`config.mk`:
```
export PLATFORM = sky130hd
export DESIGN_NAME = bti_locate
export DESIGN_NICKNAME = d
export VERILOG_FILES = /design/src/design/bti_pkg.sv /design/src/design/bti_locate.sv
export SDC_FILE = /design/constraint.sdc
export NUM_CORES = 2
export LEC_CHECK = 0
export ABC_AREA = 0
export BUFFER_PORTS_ARGS = -buffer_cell sky130_fd_sc_hd__buf_2
export CAP_MARGIN = 25
export CORE_ASPECT_RATIO = 0.6
export CORE_UTILIZATION = 60
export CTS_CLUSTER_DIAMETER = 200
export DETAILED_ROUTE_END_ITERATION = 10
export PLACE_DENSITY = 0.88
export SLEW_MARGIN = 20
export SYNTH_ARGS = -nofsm -noshare
export SYNTH_HDL_FRONTEND = slang
export SYNTH_SLANG_ARGS = --single-unit
```
`constraint.sdc`:
```
create_clock -name clk_i -period 10.1 [get_ports clk_i]
set_input_delay 2.02 -clock clk_i [delete_from_list [all_inputs] [get_ports clk_i]]
set_output_delay 2.02 -clock clk_i [all_outputs]
set_load 0.02 [all_outputs]
```
`src/design/bti_pkg.sv`:
```
// Shared types and constants of the bilinear table interpolator.
// No dependencies; every design module except bti_ram imports it.
package bti_pkg;

  localparam int DataWidth         = 32;
  localparam int PointsWidth       = 5;
  localparam int FieldWidth        = 4;
  localparam int FracWidth         = 16;
  localparam int RegAddrWidth      = 5;

  localparam int MaxRowsDefault    = 16;
  localparam int MaxColsDefault    = 16;
  localparam int ComponentsDefault = 9;
  localparam int ValueWidthDefault = 32;

  localparam logic ModeWrite = 1'b0;
  localparam logic ModeQuery = 1'b1;

  // Register indexes, taken from paddr[4:2].
  localparam logic [2:0] RegAxis0Min     = 3'd0;
  localparam logic [2:0] RegAxis0Max     = 3'd1;
  localparam logic [2:0] RegAxis0Points  = 3'd2;
  localparam logic [2:0] RegAxis0InvStep = 3'd3;
  localparam logic [2:0] RegAxis1Min     = 3'd4;
  localparam logic [2:0] RegAxis1Max     = 3'd5;
  localparam logic [2:0] RegAxis1Points  = 3'd6;
  localparam logic [2:0] RegAxis1InvStep = 3'd7;

  typedef struct packed {
    logic                          mode;
    logic [FieldWidth-1:0]         row;
    logic [FieldWidth-1:0]         col;
    logic [FieldWidth-1:0]         slot;
    logic signed [DataWidth-1:0]   word;
    logic signed [DataWidth-1:0]   coord0;
    logic signed [DataWidth-1:0]   coord1;
  } item_t;

  typedef struct packed {
    logic [FieldWidth-1:0]         component;
    logic signed [DataWidth-1:0]   result_value;
    logic                          clamped;
    logic                          last;
  } result_t;

  typedef struct packed {
    logic signed [DataWidth-1:0]   min_val;
    logic signed [DataWidth-1:0]   max_val;
    logic [PointsWidth-1:0]        points;
    logic [DataWidth-1:0]          inv_step;
  } axis_cfg_t;

  typedef struct packed {
    logic done;
    logic do10;
    logic do01;
    logic clamped;
  } loc_status_t;

  typedef struct packed {
    logic [FracWidth-1:0]  u;
    logic [FracWidth-1:0]  v;
    logic                  do10;
    logic                  do01;
    logic [FieldWidth-1:0] comp;
    logic                  last;
    logic                  clamped;
  } blend_tag_t;

endpackage

```
`src/design/bti_locate.sv`:
```
// Query setup unit: clamps both coordinates, then finds grid index and fraction
// per axis with one shared 32x32 multiplier. Depends on bti_pkg.
module bti_locate #(
  parameter int MAX_ROWS = bti_pkg::MaxRowsDefault,
  parameter int MAX_COLS = bti_pkg::MaxColsDefault,
  localparam int IW0 = $clog2(MAX_ROWS),
  localparam int IW1 = $clog2(MAX_COLS)
) (
  input  logic                          clk_i,
  input  logic                          rst_ni,
  input  logic                          go_i,
  input  logic signed [31:0]            coord0_i,
  input  logic signed [31:0]            coord1_i,
  input  bti_pkg::axis_cfg_t            cfg0_i,
  input  bti_pkg::axis_cfg_t            cfg1_i,
  output logic [IW0-1:0]                i0_o,
  output logic [IW1-1:0]                j0_o,
  output logic [bti_pkg::FracWidth-1:0] u_o,
  output logic [bti_pkg::FracWidth-1:0] v_o,
  output bti_pkg::loc_status_t          status_o
);
  import bti_pkg::*;

  localparam logic [2:0] LIdle = 3'd0;
  localparam logic [2:0] LPrep = 3'd1;
  localparam logic [2:0] LMul0 = 3'd2;
  localparam logic [2:0] LMul1 = 3'd3;
  localparam logic [2:0] LRes1 = 3'd4;

  // Highest usable index of an axis; zero and oversize point counts are folded in.
  function automatic int eff_last(input logic [PointsWidth-1:0] pts, input int limit);
    int n;
    n = int'(pts);
    if (n == 0) n = 1;
    if (n > limit) n = limit;
    return n - 1;
  endfunction

  // Returns {clamp flag, nonnegative offset from the axis minimum}.
  function automatic logic [32:0] axis_dist(input logic signed [31:0] c,
                                            input logic signed [31:0] lo,
                                            input logic signed [31:0] hi);
    logic signed [31:0] s;
    logic signed [32:0] diff;
    logic               flag;
    s    = c;
    flag = 1'b0;
    if (s < lo) begin
      s    = lo;
      flag = 1'b1;
    end
    if (s > hi) begin
      s    = hi;
      flag = 1'b1;
    end
    diff = $signed({s[31], s}) - $signed({lo[31], lo});
    return {flag, (diff[32] || diff == '0) ? 32'd0 : diff[31:0]};
  endfunction

  logic [2:0]         step_q, step_d;
  logic signed [31:0] coord0_q, coord1_q;
  logic [31:0]        dist0_q, dist1_q;
  logic [IW0-1:0]     last0_q;
  logic [IW1-1:0]     last1_q;
  logic               clamped_q;
  logic [63:0]        prod_q;
  logic [IW0-1:0]     i0_q;
  logic [IW1-1:0]     j0_q;
  logic [15:0]        u_q, v_q;

  logic [IW0-1:0]     last0_c;
  logic [IW1-1:0]     last1_c;
  logic [32:0]        dist0_c, dist1_c;
  logic [31:0]        mul_a, mul_b;
  logic [63:0]        mul_p;

  assign last0_c = IW0'(eff_last(cfg0_i.points, MAX_ROWS));
  assign last1_c = IW1'(eff_last(cfg1_i.points, MAX_COLS));
  assign dist0_c = axis_dist(coord0_q, cfg0_i.min_val, cfg0_i.max_val);
  assign dist1_c = axis_dist(coord1_q, cfg1_i.min_val, cfg1_i.max_val);

  assign mul_a = (step_q == LMul0) ? dist0_q : dist1_q;
  assign mul_b = (step_q == LMul0) ? cfg0_i.inv_step : cfg1_i.inv_step;
  assign mul_p = mul_a * mul_b;

  always_comb begin
    step_d = step_q;
    unique case (step_q)
      LIdle:   if (go_i) step_d = LPrep;
      LPrep:   step_d = LMul0;
      LMul0:   step_d = LMul1;
      LMul1:   step_d = LRes1;
      LRes1:   step_d = LIdle;
      default: step_d = LIdle;
    endcase
  end

  always_ff @(posedge clk_i or negedge rst_ni) begin
    if (!rst_ni) begin
      step_q <= LIdle;
    end else begin
      step_q <= step_d;
    end
  end

  always_ff @(posedge clk_i) begin
    if (step_q == LIdle && go_i) begin
      coord0_q <= coord0_i;
      coord1_q <= coord1_i;
    end
    if (step_q == LPrep) begin
      // A one-point axis sits at index zero and never reports clamping.
      dist0_q   <= (last0_c == '0) ? 32'd0 : dist0_c[31:0];
      dist1_q   <= (last1_c == '0) ? 32'd0 : dist1_c[31:0];
      last0_q   <= last0_c;
      last1_q   <= last1_c;
      clamped_q <= (last0_c != '0 && dist0_c[32]) || (last1_c != '0 && dist1_c[32]);
    end
    if (step_q == LMul0 || step_q == LMul1) begin
      prod_q <= mul_p;
    end
    if (step_q == LMul1) begin
      if (prod_q[63:32] > 32'(last0_q)) begin
        i0_q <= last0_q;
        u_q  <= '0;
      end else begin
        i0_q <= prod_q[32 +: IW0];
        u_q  <= prod_q[31:16];
      end
    end
    if (step_q == LRes1) begin
      if (prod_q[63:32] > 32'(last1_q)) begin
        j0_q <= last1_q;
        v_q  <= '0;
      end else begin
        j0_q <= prod_q[32 +: IW1];
        v_q  <= prod_q[31:16];
      end
    end
  end

  assign i0_o             = i0_q;
  assign j0_o             = j0_q;
  assign u_o              = u_q;
  assign v_o              = v_q;
  assign status_o.done    = (step_q == LRes1);
  assign status_o.do10    = (i0_q < last0_q);
  assign status_o.do01    = (j0_q < last1_q);
  assign status_o.clamped = clamped_q;

endmodule

```
Word level (Yosys, flattened, before mapping)
Cells that the tools add are included.
- bits of input ports: 269
- output and inout bits: 44
- logic and storage cells: 69
- register bits: 244
- reductions and logical operators: 18
- add/subtract/negate cells: 4
- mux-type cells: 18
- equal/unequal tests: 5
- $lt $le $gt $ge: 10
- multipliers: 1
- operators by type and width (operator ; number):
    32-bit two-way mux ; 6
    33-bit zero test ; 2
    32-bit by 32-bit subtractor with 33-bit output ; 2
    32-bit > comparator ; 2
    32-bit by 4-bit > comparator with 1-bit output ; 2
    32-bit less-than comparator ; 2
    32-bit by 32-bit multiplier with 64-bit output ; 1
    4-bit two-way mux ; 4
    3-bit case mux with 4 select lines ; 1
    5-bit > comparator (second input constant) ; 2
    5-bit zero test ; 2
    5-bit two-way mux ; 2
    4-bit zero test ; 2
    4-bit less-than comparator ; 2
    4-bit nonzero test ; 2
    4-bit by 2-bit subtractor with 4-bit output (second input constant) ; 2
    3-bit by 2-bit equality test with 1-bit output (second input constant) ; 2
    1-bit logical OR ; 4
    1-bit two-way mux ; 4
    2-bit OR reduction ; 2
    3-bit by 1-bit equality test with 1-bit output (second input constant) ; 1
    3-bit equality test (second input constant) ; 1
    1-bit logical AND ; 3
    3-bit zero test ; 1
    2 further kinds ; 2

Logic depth before layout (Yosys ltp)
- depth after elaboration: 8
- mapped depth: 43
- mapped depth without buffers: 38

Worst setup path after synthesis
OpenSTA, ideal clock, no wires.
- path type: input to register
- start: input port cfg1_i[86] in the netlist's numbering
- end: register dist1_q[21], data pin
- arrival: 10.274 ns
- stages on the path: 40
- path slack: -0.439 ns
- buffers on the path: 5
- setup time: 0.265 ns
- cell sequence: inv_1 -> ha_1 -> a21o_1 -> a21o_1 -> a21o_1 -> a21o_1 -> a21o_1 -> a21oi_1 -> nor2b_1 -> o41a_1 -> o31a_1 -> buf_4 -> buf_6 -> mux2_4 -> ha_1 -> nor2b_1 -> o21a_1 -> o21ai_1 -> [4 not listed] -> nand3_1 -> o21a_1 -> clkbuf_1 -> clkbuf_1 -> mux2_2 -> fa_1 -> a21o_1 -> a21o_1 -> a2111oi_2 -> o31ai_1 -> a31oi_4 -> o31ai_1 -> a221o_1 -> a221o_1 -> a41o_1 -> nand3_2 -> buf_4 -> nor3_1
- word-level cells in the longest chain between the ends: 8
- RTL lines (what ; line ; source):
    start, declared ; bti_locate.sv:15 ; input bti_pkg::axis_cfg_t cfg1_i,
    32-bit less-than comparator ; bti_locate.sv:48 ; if (s < lo) begin
    32-bit two-way mux ; bti_locate.sv:48 ;
    32-bit > comparator ; bti_locate.sv:52 ; if (s > hi) begin
    32-bit two-way mux ; bti_locate.sv:52 ;
    32-bit by 32-bit subtractor with 33-bit output (*) ; bti_locate.sv:56 ; diff = $signed({s[31], s}) - $signed({lo[31], lo});
    33-bit zero test ; bti_locate.sv:57 ; return {flag, (diff[32] || diff == '0) ? 32'd0 : diff[31:0]};
    1-bit logical OR ; bti_locate.sv:57 ;
    2-bit OR reduction (no line) ; - ;
    end signal, assigned ; bti_locate.sv:114 ; dist1_q <= (last1_c == '0) ? 32'd0 : dist1_c[31:0];
    end, declared ; bti_locate.sv:62 ; logic [31:0] dist0_q, dist1_q;
Every way passes the cells marked *; elsewhere a longest branch is shown, timed or not.
A chain may end at the register's enable or synchronous reset.

Final worst setup path
- start: register step_q[1]
- end: register prod_q[55], data pin
- word-level cells in the longest chain between the ends: 3
- RTL lines (what ; line ; source):
    start, declared ; bti_locate.sv:60 ; logic [2:0] step_q, step_d;
    start signal, assigned ; bti_locate.sv:100 ; step_q <= LIdle;
    start signal, assigned ; bti_locate.sv:102 ; step_q <= step_d;
    3-bit by 2-bit equality test with 1-bit output (*) ; bti_locate.sv:82, bti_locate.sv:83 ;
    32-bit two-way mux, on equally long branches ; bti_locate.sv:82, bti_locate.sv:83 ;
    32-bit by 32-bit multiplier with 64-bit output (*) ; bti_locate.sv:84 ; assign mul_p = mul_a * mul_b;
    via mul_p[55] ; bti_locate.sv:75 ; logic [63:0] mul_p;
    end signal, assigned ; bti_locate.sv:120 ; prod_q <= mul_p;
    end, declared ; bti_locate.sv:66 ; logic [63:0] prod_q;
Mark *: on every way through the listed nets, which the timed path passes. The rest lies on a longest branch.

==> run metrics <==
status=finished, violations left; failing checks=DRC; via count=40.3k; layout cells sized above 1=between 10% and 20%; Crit. path cell count=30; worst path bufs/invs=7; Synth Cell Area=a little under 50000 sq um; first-pass GRT wire length=239000 microns; gr ovfl total=0; FF-to-FF path depth=30; Reg2Reg Setup Slack=0.21 ns; Worst EP arrival=around 10 ns; clk root buf=clkbuf_16; H-tree depth=1; Pre-Repair DR Iteration Count=11; area grow syn2layout=11.7%; nets=7285; routability cong.=1.10; WP data required=around 10 ns; hold buffer count at cts=0; Least-Margin Pin Slew=approximately 1.1 ns; Reg2Reg Launch Point=step_q[1]; most common cell after layout, fill and taps aside=inv_1; Post-DP HPWL=approximately 130000 microns; WL/cell=about 23 microns; Site Rows=80; Main synth FF type=edfxtp_1; CP Launch Point=step_q[1]; clk_lat worst skew=around 0.56 ns; CTS tree=yes; initial antenna violation count=7; worst hold path class=register to register; Core Util, Final=67.9%; max-cap violations=0; Yosys cell types=81; Final Hold Vio Count=0; fillers=approximately 6k; kind of critical path=register to register; Worst setup SP type=register; Post-synth EDFFs=~230; commonest cells after routing, fill and taps aside=inv_1, fa_1, nand2_1; ys async rst share=between 1 and 1.5%; largest net degree at the start of global routing=87; crit path max-delay cell type=mux2_2; Max Freq=101 MHz; Final min period=between 9 and 10 ns; Initial Util=between 60% and 70%; FF+latch area=between 6000 and 7000 sq um; R2R Path End=prod_q[55]; Slew HR=between 20% and 30%; period utilisation layout=97.9%; DR DRC count=4; most used cell along the critical path=fa_1; Seq/Total Area, Yosys=approximately 14%; Syn Area/Cell=9.32 sq um; Worst setup endpoint=prod_q[55]; Pins Over Slew Limit=0; setup_tns=0 ns; Mapped Cells=around 5.2k; I/O pin total=313; Vias/cell=5.98; vias in the first global route=slightly above 40k; CP top delay family=adder cells; Hold Worst Slack=between 0.5 and 0.6 ns; setup slack after layout=~0.21 ns; area of the multi-input gates=around 37000 sq um; Worst-path clk slew=around 0.07 ns; Slowest Stage Delay on Critical Path=slightly below 0.9 ns; Core ar.=between 70000 and 80000 sq um; Max clock buf depth=3; TritonCTS Sinks=around 230; CTS buffer count=22; Post-Syn Nets=6833; chip height=between 200 and 250 microns; Setup Skew=between 0.02 and 0.03 ns; Critical Path Sink Type=register; I/O Buffers=312; Die ar.=roughly 80000 sq um; DRT Wirelength=157000 microns; critical path fanouts, max=86; synth warn=0; GR Util All Layers=38.7%; Die Wd=roughly 370 microns; register bit total from synthesis=between 200 and 250; # setup viols final=0; number of DRC markers in iteration 0=between 5k and 6k; Setup WS pre-CTS=-0.356 ns; Final ANT Viol Nets=0
per-stage QoR:
step / cell area [sq um] / cells
floorplan: 48500 / 5199
global placement: 53100 / 6686
detailed placement: 53100 / 6686
CTS: 53900 / 6726
global route: 54100 / 6734
finish: 54100 / 6741
area by class of cell:
class	count	share of cell area, %
Sequential cell	228	12.6
Clock inverter	17	0.428
Antenna cell	8	0.0370
Tap cell	1066	2.46
Timing Repair Buffer	629	7.73
Multi-Input combinational cell	3631	67.8
Inverter	1139	7.90
Clock buffer	23	1.02
sequential cells by signal, summed over array words and instances (netlist names):
name and cells:
clamped_q 1, coord0_q 32, coord1_q 32, dist0_q 32
dist1_q 32, i0_o 4, j0_o 4, last0_q 4
last1_q 4, prod_q 48, step_q 3, u_o 16
v_o 16
repair_timing:
item                                    CTS  global route
endpoints found under the setup margin    0            69
resized for setup                         0            25
buffers inserted                          0             5
worst min-delay path by stage:
stage	start	endpoint	slack, ns	cells after the start
after CTS	prod_q[19]	u_o[3]	0.55	1
after floorplan	step_q[2]	step_q[1]	0.49	1
final	prod_q[19]	u_o[3]	0.55	1
after detailed placement	prod_q[19]	u_o[3]	0.53	1
after global placement	prod_q[16]	v_o[0]	0.53	1
after global routing	prod_q[19]	v_o[3]	0.56	1
routing by layer:
metal  wire [microns]  vias up  share of wire, %  track usage [%]
met1            58200    19500                37             51.4
li1                 -    17000                 -                -
met5              355        -              0.23             1.92
met3            29300      595                19             21.1
met4             7080       14               4.5             12.7
met2            61800     3177                39             53.4
synth_stat cells (all sizes together), types with 4 or more instances:
master | number | share of area [%]
a211o | 6 | 0.11
a211oi | 14 | 0.22
a21boi | 4 | 0.062
a21o | 107 | 1.7
a21oi | 133 | 1.4
a31oi | 12 | 0.19
a41oi | 6 | 0.11
and2 | 62 | 0.80
and3 | 12 | 0.15
and4 | 6 | 0.11
buf | 28 | 0.34
clkbuf | 173 | 1.3
edfxtp | 225 | 14
fa | 897 | 37
ha | 468 | 12
inv | 1139 | 8.8
mux2 | 187 | 4.5
mux2i | 58 | 1.2
nand2 | 853 | 6.6
nand2b | 28 | 0.36
nand3 | 34 | 0.36
nand4 | 42 | 0.54
nor2 | 348 | 2.7
nor2b | 23 | 0.30
nor3 | 30 | 0.31
nor3b | 7 | 0.11
nor4 | 11 | 0.14
o2111ai | 4 | 0.072
o211ai | 5 | 0.077
o21a | 15 | 0.23
o21ai | 85 | 0.88
o21bai | 12 | 0.19
o31ai | 6 | 0.10
or2 | 8 | 0.10
or3 | 5 | 0.065
xnor2 | 52 | 0.94
xor2 | 47 | 0.85
worst reg2reg max path, delay by kind of cell (launching register included):
kind | cells | cell delay, ns
buffers and inverters | 7 | 1.29
muxes | 1 | 0.92
DFF | 1 | 0.50
AOI/OAI and AO/OA | 9 | 1.66
adders and majority gates | 9 | 4.55
and+or+nand+nor | 3 | 0.53
xor gates and xnor gates | 1 | 0.14
cells by family after synthesis:
family	Yosys count	share of synthesized area (%)
buffers and inverters	1340	10.5
XOR/XNOR	99	1.79
adder cells (fa/ha/maj)	1365	49.2
AND/OR/NAND/NOR	1476	12.8
multiplexers	245	5.68
flip-flops	228	14.1
AO/OA/AOI/OAI	446	6.00
Power is left out: the tool's default activity adds up to more than one toggle a clock period on the data nets, which glitch-free logic cannot reach.
